### config.mk
export PLATFORM = sky130hd
export DESIGN_NAME = glyph_coverage_blend_blit_unit_flat
export DESIGN_NICKNAME = d
export VERILOG_FILES = /design/src/rtl/core/gcbb_pkg.sv /design/src/rtl/core/gcbb_if.sv /design/src/rtl/core/glyph_coverage_blend_blit_unit.sv /design/src/flat_wrapper.sv
export SDC_FILE = /design/constraint.sdc
export NUM_CORES = 2
export LEC_CHECK = 0
export ABC_AREA = 1
export BUFFER_PORTS_ARGS = -buffer_cell sky130_fd_sc_hd__buf_2
export CORE_MARGIN = 4
export CORE_UTILIZATION = 35
export DETAILED_ROUTE_END_ITERATION = 16
export PLACE_DENSITY = 0.59
export SLEW_MARGIN = 20
export SYNTH_ARGS = -nofsm -noshare
export SYNTH_HDL_FRONTEND = slang
export SYNTH_SLANG_ARGS = --single-unit
### constraint.sdc
create_clock -name clk_i -period 12.33 [get_ports clk_i]
set_input_delay 1.233 -clock clk_i [delete_from_list [all_inputs] [get_ports clk_i]]
set_output_delay 1.233 -clock clk_i [all_outputs]
set_load 0.02 [all_outputs]
### src/rtl/core/gcbb_pkg.sv
`default_nettype none

package gcbb_pkg;

  // Largest glyph dimension; counters hold 0 .. MAX_DIM-1
  localparam int unsigned MAX_DIM = 1024;
  localparam int unsigned CNT_W   = $clog2(MAX_DIM);
  localparam int unsigned DIM_W   = 11;
  localparam int unsigned COV_W   = 8;
  localparam int unsigned PIX_W   = 32;
  localparam int unsigned OFFS_W  = 20;
  localparam int unsigned COL_W   = 24;
  localparam int unsigned CFG_W   = 24;
  localparam int unsigned CFG_IDX_W = 3;

  localparam logic [DIM_W-1:0] CLIP_W_RST   = DIM_W'(480);
  localparam logic [DIM_W-1:0] CLIP_H_RST   = DIM_W'(272);
  localparam logic [DIM_W-1:0] LINE_SIZE_RST = DIM_W'(512);

  typedef enum logic [CFG_IDX_W-1:0] {
    CFG_TEXT_COLOR  = 3'd0,
    CFG_GLYPH_WIDTH = 3'd1,
    CFG_GLYPH_ROWS  = 3'd2,
    CFG_X_OFFSET    = 3'd3,
    CFG_Y_OFFSET    = 3'd4,
    CFG_CLIP_WIDTH  = 3'd5,
    CFG_CLIP_HEIGHT = 3'd6,
    CFG_LINE_SIZE   = 3'd7
  } cfg_reg_e;

  // x/255 for x <= 255*255: (x + 1 + x/256) / 256
  function automatic logic [7:0] div255(input logic [15:0] x);
    logic [16:0] s;
    s = {1'b0, x} + 17'd1 + {9'b0, x[15:8]};
    return s[15:8];
  endfunction

  // One colour channel: text*cov/255 + (255-cov)*dst/255, each term truncated
  function automatic logic [7:0] mix(input logic [7:0] text, input logic [7:0] cov,
                                     input logic [7:0] dst);
    logic [15:0] pt;
    logic [15:0] pd;
    logic [8:0]  sum;
    pt  = {8'b0, text} * {8'b0, cov};
    pd  = {8'b0, 8'hff - cov} * {8'b0, dst};
    sum = {1'b0, div255(pt)} + {1'b0, div255(pd)};
    return sum[7:0];
  endfunction

endpackage

`default_nettype wire

### src/rtl/core/gcbb_if.sv
`default_nettype none

interface gcbb_pix_if;
  import gcbb_pkg::*;
  logic               valid;
  logic               ready;
  logic [COV_W-1:0]   coverage;
  logic [PIX_W-1:0]   dest_pixel;

  modport source (output valid, output coverage, output dest_pixel, input ready);
  modport sink   (input valid, input coverage, input dest_pixel, output ready);
endinterface

interface gcbb_res_if;
  import gcbb_pkg::*;
  logic               valid;
  logic               ready;
  logic [PIX_W-1:0]   new_pixel;
  logic               write_enable;
  logic [OFFS_W-1:0]  pixel_offset;
  logic               last;

  modport source (output valid, output new_pixel, output write_enable,
                  output pixel_offset, output last, input ready);
  modport sink   (input valid, input new_pixel, input write_enable,
                  input pixel_offset, input last, output ready);
endinterface

`default_nettype wire

### src/rtl/core/glyph_coverage_blend_blit_unit.sv
`default_nettype none

// Glyph coverage blend blitter. Takes one request per cycle on pix_i while pix_i.ready
// is high (coverage byte plus the destination RGBA8888 word, raster order, no row
// padding) and returns one result per request on res_o, in order; throughput is one
// pixel per clock while res_o.ready is high. The two pipeline registers are the
// position stage (column/row counters, clip test, last flag) and the blend stage (three
// 8x8 channel mixes with divide-by-255 and the row*stride+column offset multiply).
// pix_i.ready follows res_o.ready combinationally through the two stages, so a stalled
// sink holds both stages and then the source. Outside the clip rectangle write_enable
// is low, new_pixel is the destination word and pixel_offset is zero. A glyph of zero
// width or rows flags every pixel last and writes nothing. The user writes registers
// through cfg_we_i/cfg_idx_i/cfg_data_i only while the pipe is empty; the block does not enforce it.
module glyph_coverage_blend_blit_unit
  import gcbb_pkg::*;
(
  input  wire logic                 clk_i,
  input  wire logic                 rst_ni,
  input  wire logic                 cfg_we_i,
  input  wire logic [CFG_IDX_W-1:0] cfg_idx_i,
  input  wire logic [CFG_W-1:0]     cfg_data_i,
  gcbb_pix_if.sink                  pix_i,
  gcbb_res_if.source                res_o
);

  // ---------------- configuration registers ----------------
  logic [COL_W-1:0]        text_color_q;
  logic [DIM_W-1:0]        glyph_width_q;
  logic [DIM_W-1:0]        glyph_rows_q;
  logic signed [DIM_W-1:0] x_offset_q;
  logic signed [DIM_W-1:0] y_offset_q;
  logic [DIM_W-1:0]        clip_width_q;
  logic [DIM_W-1:0]        clip_height_q;
  logic [DIM_W-1:0]        line_size_q;

  always_ff @(posedge clk_i or negedge rst_ni) begin
    if (!rst_ni) begin
      text_color_q  <= '0;
      glyph_width_q <= '0;
      glyph_rows_q  <= '0;
      x_offset_q    <= '0;
      y_offset_q    <= '0;
      clip_width_q  <= CLIP_W_RST;
      clip_height_q <= CLIP_H_RST;
      line_size_q   <= LINE_SIZE_RST;
    end else if (cfg_we_i) begin
      case (cfg_reg_e'(cfg_idx_i))
        CFG_TEXT_COLOR:  text_color_q  <= cfg_data_i[COL_W-1:0];
        CFG_GLYPH_WIDTH: glyph_width_q <= cfg_data_i[DIM_W-1:0];
        CFG_GLYPH_ROWS:  glyph_rows_q  <= cfg_data_i[DIM_W-1:0];
        CFG_X_OFFSET:    x_offset_q    <= cfg_data_i[DIM_W-1:0];
        CFG_Y_OFFSET:    y_offset_q    <= cfg_data_i[DIM_W-1:0];
        CFG_CLIP_WIDTH:  clip_width_q  <= cfg_data_i[DIM_W-1:0];
        CFG_CLIP_HEIGHT: clip_height_q <= cfg_data_i[DIM_W-1:0];
        CFG_LINE_SIZE:   line_size_q   <= cfg_data_i[DIM_W-1:0];
        default: ;
      endcase
    end
  end

  // ---------------- handshake / stage enables ----------------
  logic s1_valid_q;
  logic res_valid_q;
  logic res_load;   // blend stage takes a new value
  logic s1_load;    // position stage takes a new request
  logic in_acc;

  assign res_load    = !res_valid_q || res_o.ready;
  assign s1_load     = !s1_valid_q || res_load;
  assign pix_i.ready = s1_load;
  assign in_acc      = pix_i.valid && s1_load;

  // ---------------- position stage ----------------
  logic [CNT_W-1:0] col_q, col_d;
  logic [CNT_W-1:0] row_q, row_d;

  logic [DIM_W-1:0] w_clamp, h_clamp;
  logic             dim_zero;
  logic [DIM_W-1:0] col_inc, row_inc;
  logic             col_end, row_end;
  logic [DIM_W:0]   sx, sy;     // signed screen position, one bit of headroom
  logic             in_clip;

  always_comb begin
    w_clamp  = (glyph_width_q > DIM_W'(MAX_DIM)) ? DIM_W'(MAX_DIM) : glyph_width_q;
    h_clamp  = (glyph_rows_q  > DIM_W'(MAX_DIM)) ? DIM_W'(MAX_DIM) : glyph_rows_q;
    dim_zero = (w_clamp == '0) || (h_clamp == '0);

    col_inc = {1'b0, col_q} + DIM_W'(1);
    row_inc = {1'b0, row_q} + DIM_W'(1);
    col_end = col_inc >= w_clamp;
    row_end = row_inc >= h_clamp;

    sx = {{(DIM_W+1-CNT_W){1'b0}}, col_q} + {x_offset_q[DIM_W-1], x_offset_q};
    sy = {{(DIM_W+1-CNT_W){1'b0}}, row_q} + {y_offset_q[DIM_W-1], y_offset_q};

    in_clip = !dim_zero
              && !sx[DIM_W] && (sx[DIM_W-1:0] < clip_width_q)
              && !sy[DIM_W] && (sy[DIM_W-1:0] < clip_height_q);

    // counters wrap as if at the final index once they reach a lowered dimension
    if (dim_zero) begin
      col_d = '0;
      row_d = '0;
    end else if (col_end) begin
      col_d = '0;
      row_d = row_end ? '0 : row_inc[CNT_W-1:0];
    end else begin
      col_d = col_inc[CNT_W-1:0];
      row_d = row_q;
    end
  end

  always_ff @(posedge clk_i or negedge rst_ni) begin
    if (!rst_ni) begin
      col_q <= '0;
      row_q <= '0;
    end else if (in_acc) begin
      col_q <= col_d;
      row_q <= row_d;
    end
  end

  logic [COV_W-1:0] s1_cov_q;
  logic [PIX_W-1:0] s1_dst_q;
  logic [DIM_W-1:0] s1_sx_q, s1_sy_q;
  logic             s1_inside_q;
  logic             s1_last_q;

  always_ff @(posedge clk_i or negedge rst_ni) begin
    if (!rst_ni) begin
      s1_valid_q <= 1'b0;
    end else if (s1_load) begin
      s1_valid_q <= pix_i.valid;
    end
  end

  always_ff @(posedge clk_i) begin
    if (in_acc) begin
      s1_cov_q    <= pix_i.coverage;
      s1_dst_q    <= pix_i.dest_pixel;
      s1_sx_q     <= sx[DIM_W-1:0];
      s1_sy_q     <= sy[DIM_W-1:0];
      s1_inside_q <= in_clip;
      s1_last_q   <= dim_zero || (col_end && row_end);
    end
  end

  // ---------------- blend stage ----------------
  logic [2*DIM_W-1:0] row_base;
  logic [OFFS_W-1:0]  offs;
  logic [PIX_W-1:0]   blended;

  always_comb begin
    row_base = {{DIM_W{1'b0}}, s1_sy_q} * {{DIM_W{1'b0}}, line_size_q};
    offs     = row_base[OFFS_W-1:0] + {{(OFFS_W-DIM_W){1'b0}}, s1_sx_q};
    blended  = {s1_dst_q[31:24],
                mix(text_color_q[23:16], s1_cov_q, s1_dst_q[23:16]),
                mix(text_color_q[15:8],  s1_cov_q, s1_dst_q[15:8]),
                mix(text_color_q[7:0],   s1_cov_q, s1_dst_q[7:0])};
  end

  logic [PIX_W-1:0]  res_pix_q;
  logic              res_we_q;
  logic [OFFS_W-1:0] res_offs_q;
  logic              res_last_q;

  always_ff @(posedge clk_i or negedge rst_ni) begin
    if (!rst_ni) begin
      res_valid_q <= 1'b0;
    end else if (res_load) begin
      res_valid_q <= s1_valid_q;
    end
  end

  always_ff @(posedge clk_i) begin
    if (res_load && s1_valid_q) begin
      res_pix_q  <= s1_inside_q ? blended : s1_dst_q;
      res_we_q   <= s1_inside_q;
      res_offs_q <= s1_inside_q ? offs : '0;
      res_last_q <= s1_last_q;
    end
  end

  assign res_o.valid        = res_valid_q;
  assign res_o.new_pixel    = res_pix_q;
  assign res_o.write_enable = res_we_q;
  assign res_o.pixel_offset = res_offs_q;
  assign res_o.last         = res_last_q;

`ifndef SYNTHESIS
  // skipped pixels never carry an address
  a_skip_no_offset: assert property (@(posedge clk_i) disable iff (!rst_ni)
    (res_o.valid && !res_o.write_enable) |-> (res_o.pixel_offset == '0))
    else $error("skipped pixel carries a non-zero offset");

  // a full pipe behind a stalled sink must stall the source
  a_full_stall: assert property (@(posedge clk_i) disable iff (!rst_ni)
    (s1_valid_q && res_o.valid && !res_o.ready) |-> !pix_i.ready)
    else $error("request taken while both stages are held");

  // an empty glyph leaves the counters parked at zero
  a_empty_glyph: assert property (@(posedge clk_i) disable iff (!rst_ni)
    (in_acc && dim_zero) |=> (col_q == '0 && row_q == '0))
    else $error("counters moved on an empty glyph");

  // column steps by one inside a row
  a_col_step: assert property (@(posedge clk_i) disable iff (!rst_ni)
    (in_acc && !dim_zero && !col_end) |=> (col_q == $past(col_q) + CNT_W'(1)))
    else $error("column counter did not advance by one");
`endif

endmodule

`default_nettype wire
### src/flat_wrapper.sv
// flat-port wrapper written by rule: the top's interface ports become plain ports
module glyph_coverage_blend_blit_unit_flat import gcbb_pkg::*;
  (clk_i, rst_ni, cfg_we_i, cfg_idx_i, cfg_data_i, pix_i_valid, pix_i_coverage, pix_i_dest_pixel, pix_i_ready, res_o_valid, res_o_new_pixel, res_o_write_enable, res_o_pixel_offset, res_o_last, res_o_ready);
  gcbb_pix_if pix_i_i ();
  gcbb_res_if res_o_i ();
  input  wire logic clk_i;
  input  wire logic rst_ni;
  input  wire logic cfg_we_i;
  input  wire logic [CFG_IDX_W-1:0] cfg_idx_i;
  input  wire logic [CFG_W-1:0] cfg_data_i;
  input wire logic [$bits(pix_i_i.valid)-1:0] pix_i_valid;
  input wire logic [$bits(pix_i_i.coverage)-1:0] pix_i_coverage;
  input wire logic [$bits(pix_i_i.dest_pixel)-1:0] pix_i_dest_pixel;
  output wire logic [$bits(pix_i_i.ready)-1:0] pix_i_ready;
  output wire logic [$bits(res_o_i.valid)-1:0] res_o_valid;
  output wire logic [$bits(res_o_i.new_pixel)-1:0] res_o_new_pixel;
  output wire logic [$bits(res_o_i.write_enable)-1:0] res_o_write_enable;
  output wire logic [$bits(res_o_i.pixel_offset)-1:0] res_o_pixel_offset;
  output wire logic [$bits(res_o_i.last)-1:0] res_o_last;
  input wire logic [$bits(res_o_i.ready)-1:0] res_o_ready;
  assign pix_i_i.valid = pix_i_valid;
  assign pix_i_i.coverage = pix_i_coverage;
  assign pix_i_i.dest_pixel = pix_i_dest_pixel;
  assign pix_i_ready = pix_i_i.ready;
  assign res_o_valid = res_o_i.valid;
  assign res_o_new_pixel = res_o_i.new_pixel;
  assign res_o_write_enable = res_o_i.write_enable;
  assign res_o_pixel_offset = res_o_i.pixel_offset;
  assign res_o_last = res_o_i.last;
  assign res_o_i.ready = res_o_ready;
  glyph_coverage_blend_blit_unit u_core (.clk_i(clk_i), .rst_ni(rst_ni), .cfg_we_i(cfg_we_i), .cfg_idx_i(cfg_idx_i), .cfg_data_i(cfg_data_i), .pix_i(pix_i_i), .res_o(res_o_i));
endmodule
Yosys cells after proc, flatten, opt, wreduce, memory -nomap -nowiden
Cells that the tools add are included.

Register bits after elaboration: 241. Input bits: 72. Logic and storage cells: 100.

Order comparisons: 6. Equal/unequal tests: 7. Reduce and logical (&&, ||, !) cells: 29. $mul: 7. Muxes and demuxes: 8. $add $sub $neg: 21.

Operators with widths (count): $add 16x1->16 const B (6); $add 16x8->16 (6); $mul 8x8->16 (6); $mux 10 (5); $add 11x11->12 (2); $add 8x8->8 (3); $mux 24 (1); $add 10x1->11 const B (2); $ge 11x11->1 (2); $gt 11x11->1 const B (2); $logic_not 11->1 (2); $lt 11x11->1 (2); $mux 11 (2); $add 20x11->20 (1); $mul 11x11->20 (1); $reduce_and 2->1 (9); $eq 3x3->1 const B (4); $sub 8x8->8 const A (1); $logic_and 1x1->1 (7); $eq 3x2->1 const B (2); $logic_not 1->1 (5); $logic_or 1x1->1 (4); $eq 3x1->1 const B (1); $logic_not 3->1 (1); $reduce_bool 2->1 (1).

Longest topological paths before layout
Depth in word-level cells: 9. Mapped depth: 50. Depth with buffers taken out: 48.

Worst setup path before layout
OpenSTA, ideal clock, no wires.

Path kind: flip-flop to flip-flop. From: register u_core.s1_cov_q[0]. To: register u_core.res_pix_q[7], in the netlist u_core.res_o.new_pixel[7], data pin. Path buffers: 3. Data arrival time: 6.865 ns. Required time: 12.077 ns. Stages on the path, launching flop included: 40. Path slack: 5.211 ns. Path through: edfxtp_1 > clkbuf_1 > clkbuf_1 > buf_1 > nor2_1 > fa_1 > fa_1 > ha_1 > inv_1 > fa_1 > inv_1 > ha_1 > a21oi_2 > nand2_2 > a21boi_4 > o21ai_2 > xnor2_1 > inv_1 > [... 4 more ...] > o21bai_2 > nand3_1 > xor2_1 > ha_1 > a21oi_1 > nand2_1 > nand2_1 > nand2_1 > a21oi_1 > inv_1 > a21oi_1 > nor2_1 > o21ai_0 > nand3_1 > nand2_1 > nand3_1 > nand3_1 > nand2_1.

Cells in the longest elaborated chain, start to end: 6.

RTL lines: start, declared (line glyph_coverage_blend_blit_unit.sv:124) `logic [COV_W-1:0] s1_cov_q;`; start signal, assigned (line glyph_coverage_blend_blit_unit.sv:140) `s1_cov_q <= pix_i.coverage;`; $sub 8x8->8 (line gcbb_pkg.sv:45) `pd = {8'b0, 8'hff - cov} * {8'b0, dst};`; $mul 8x8->16 (line gcbb_pkg.sv:45); $add 16x1->16 (line gcbb_pkg.sv:34) `s = {1'b0, x} + 17'd1 + {9'b0, x[15:8]};`; $add 16x8->16 (line gcbb_pkg.sv:34); $add 8x8->8 * (line gcbb_pkg.sv:46) `sum = {1'b0, div255(pt)} + {1'b0, div255(pd)};`; $mux 24 * (line glyph_coverage_blend_blit_unit.sv:178) `res_pix_q <= s1_inside_q ? blended : s1_dst_q;`; end signal, assigned (line glyph_coverage_blend_blit_unit.sv:178); end, declared (line glyph_coverage_blend_blit_unit.sv:163) `logic [PIX_W-1:0] res_pix_q;`.

Every way passes the cells marked *; elsewhere a longest branch is shown, timed or not. A chain may end at the register's enable or synchronous reset.

Worst setup path in the final report
From: register u_core.s1_cov_q[5]. To: register u_core.res_pix_q[15], in the netlist u_core.res_o.new_pixel[15], data pin.

Same word-level chain as after synthesis.

==> results by group <==
Outcome
  • Outcome: completed

Placed design
  • Post-DP HPWL: 62.5 mm
  • IO buf count: 127
  • GP Congestion: 0.875

STA
  • Min cycle time layout: 8.18 ns
  • Fmax: 122 MHz
  • Max-slew violation count: 0
  • Fin. Hold Viols: 0
  • Tcrit/Tclk final: 66.3%
  • Setup TNS: 0 ns
  • Max Clock Skew: 0.0291 ns
  • # setup viols final: 0
  • RSZ-0062 raised after global routing: no
  • Slew HR: 31.9%
  • Worst Hold Slack: 0.421 ns
  • Worst Max-Slew Pin Slew: 1.02 ns

GRT
  • Largest net degree at the start of global routing: 74
  • Initial antenna violation count: 3
  • First-pass GRT wire length: 130 mm
  • Gr ovfl total: 0
  • GRT Util Overall: 16.8%
  • Vias in the first global route: 25.2k

Die
  • # rows: 110
  • Die H: 309 um
  • Die Wd: 309 um
  • Core area: 89900 um2
  • Die Area: 95300 um2
  • Initial Utilization: 35.2%
  • I/O pin cnt: 128

Setup path
  • Worst path buffer plus inverter count: 9
  • CP endpoint kind: register
  • CP top delay family: adder cells
  • Worst R2R Setup Slack: 4.15 ns
  • R2R depth: 44
  • Slowest cell on the critical path: fa_1
  • Critical path's most frequent cell: nand2_1
  • Crit-path max FO: 43
  • Setup CP Type: register to register
  • Startpoint types: register
  • RR Endpoint: u_core.res_o.new_pixel[15]$_DFFE_PP_
  • Worst Path Required: 12.70 ns
  • CP peak stage delay: 0.54 ns
  • Worst reg2reg startpoint: u_core.s1_cov_q[5]$_DFFE_PP_
  • Arr. time, crit path: 8.54 ns

Hold path
  • Hold path cells: 0
  • Hold WC Path Type: register to register
  • Hold endpoint: u_core.res_o.new_pixel[24]$_DFFE_PP_
  • Hold Crit Start: u_core.s1_dst_q[24]$_DFFE_PP_

Clock network
  • CTS tree: built
  • TritonCTS Buffers: 31
  • Clock root buffer: clkbuf_16
  • Post-CTS setup buffer count: 0
  • Cts hold-fix bufs: 0
  • Clock Pin Slew Worst Setup and Hold Paths: 0.06 ns
  • Clock Latency Late Sink: 0.63 ns
  • Post-CTS Resized: 0
  • Clk buf depth: 3
  • CTS H-Tree Depth: 1
  • Clock Sink Count: 241

Drt
  • 1st-pass router iterations: 5
  • 1st-iter DRT viols: 1399
  • WL final: 78.5 mm
  • Vias per inst: 4.69
  • Drt drc: 0
  • Post-route ant nets: 0
  • Drt wl/cell: 14.6 um
  • Vias: 25.3k

Yosys
  • Adder-Cell Fraction of Synth Area: 34.8%
  • Syn nets: 4895
  • Synth Area in Simple Gates: 20.0%
  • Main combinational cell family by area after synthesis: adder cells
  • Syn Inst Count: 4130
  • Primary FF master, synth: edfxtp_1
  • Synth warnings: 0
  • XOR/XNOR share of the synthesized area: 3.65%
  • Mean Syn Cell Area: 7.66 um2
  • Number of distinct library cells after synthesis: 52
  • Async S/R FF share, synth: 51.0%
  • Post-synth EDFFs: 118
  • Post-synthesis mux area share: 0.463%
  • #FFs+latches synth: 241
  • Cell Area, Synth: 31600 um2
  • Seq/Total Area, Yosys: 21.0%
  • Synth Area in Compound Gates: 6.76%

Layout
  • Most frequent cells in the layout: inv_1 (1002), nand2_1 (969), ha_1 (382), nor2_1 (319), fa_1 (311)
  • Nets: 4956
  • Final core utilization: 38.4%
  • Most common cell after layout, fill and taps aside: inv_1
  • Layout cells sized above 1: 6.74%
  • Area Growth Syn to Fin: 9.11%

Flow run
  • Max Cap Violations: 0
-- layout make-up --
type / instances / area [um2]
Antenna cell: 2 / 5.00
Clock buffer: 38 / 822
Clock inverter: 20 / 243
Fill cell: 9315 / 55400
Inverter: 1009 / 3790
Multi-Input combinational cell: 2766 / 20800
Sequential cell: 241 / 6630
Tap cell: 1176 / 1470
Timing Repair Buffer: 142 / 751
-- cells in the mapped netlist, types with 10 or more instances --
cell type / count / share of area [%]
clkbuf_1: 92 / 1.1
o21a_1: 10 / 0.24
nand3_1: 165 / 2.6
nand2_2: 16 / 0.32
o21bai_1: 13 / 0.31
fa_1: 311 / 20
ha_1: 382 / 15
mux2_2: 13 / 0.46
xnor2_1: 28 / 0.78
xor2_1: 86 / 2.4
nand4_1: 29 / 0.57
o21ai_1: 12 / 0.19
inv_1: 1003 / 12
nand3_2: 10 / 0.32
o21ai_0: 148 / 2.3
dfrtp_1: 116 / 9.2
buf_1: 20 / 0.24
nand2_1: 970 / 12
nor2_1: 319 / 3.8
a21oi_1: 137 / 2.2
edfxtp_1: 118 / 11
nor3_1: 22 / 0.35
-- worst max path at each step --
stage | startpoint | end | slack (ns) | depth (start not counted)
6_report | u_core.s1_cov_q[5]$_DFFE_PP_ | u_core.res_o.new_pixel[15]$_DFFE_PP_ | 4.15 | 44
2_1_floorplan | u_core.s1_cov_q[0]$_DFFE_PP_ | u_core.res_o.new_pixel[7]$_DFFE_PP_ | 5.21 | 39
3_3_place_gp | u_core.s1_cov_q[2]$_DFFE_PP_ | u_core.res_o.new_pixel[7]$_DFFE_PP_ | 4.34 | 40
4_1_cts | u_core.s1_cov_q[5]$_DFFE_PP_ | u_core.res_o.new_pixel[15]$_DFFE_PP_ | 4.24 | 44
3_5_place_dp | u_core.s1_cov_q[5]$_DFFE_PP_ | u_core.res_o.new_pixel[15]$_DFFE_PP_ | 4.26 | 44
5_1_grt | u_core.s1_cov_q[2]$_DFFE_PP_ | u_core.res_o.new_pixel[15]$_DFFE_PP_ | 3.41 | 44
-- logic make-up (layout without fill, tap and decap cells) --
logic type,after synthesis,after routing
xor+xnor,123,123
simple gates,1557,1557
mux,13,13
flops,241,241
other cells,0,2
fa+ha+maj,693,693
compound gates,380,380
buf+inv,1123,1209
-- per-stage QoR --
| stage | cells | cell area, um2 | setup WS (ns) |
|---|---|---|---|
| global route | 5393 | 34500 | 3.41 |
| floorplan | 4130 | 31600 | 5.21 |
| CTS | 5392 | 34500 | 4.24 |
| detailed placement | 5334 | 33400 | 4.26 |
| global placement | 5334 | 33400 | 4.34 |
| finish | 5394 | 34500 | 4.15 |
-- metal layers --
layer	share of wire, %	vias up	global-route usage, %
met3	4.9	95	2.03
met4	2.9	0	4.63
met2	45	474	27.5
met1	47	12000	23.7
li1	-	12700	-
met5	0	-	0
-- flip-flops by register name (all words and copies together) (netlist names) --
signal	cells
u_core.s1_dst_q	32
u_core.s1_valid_q	1
u_core.glyph_rows_q	11
u_core.s1_inside_q	1
u_core.res_o.last	1
u_core.res_o.new_pixel	32
u_core.text_color_q	24
u_core.clip_height_q	11
u_core.line_size_q	11
u_core.y_offset_q	11
u_core.row_q	10
u_core.s1_last_q	1
u_core.x_offset_q	11
u_core.col_q	10
u_core.res_o.pixel_offset	20
u_core.res_o.valid	1
u_core.s1_cov_q	8
u_core.s1_sy_q	11
u_core.s1_sx_q	11
u_core.res_o.write_enable	1
u_core.glyph_width_q	11
u_core.clip_width_q	11
Power is left out: the tool's default activity adds up to more than one toggle a clock period on the data nets, which glitch-free logic cannot reach.
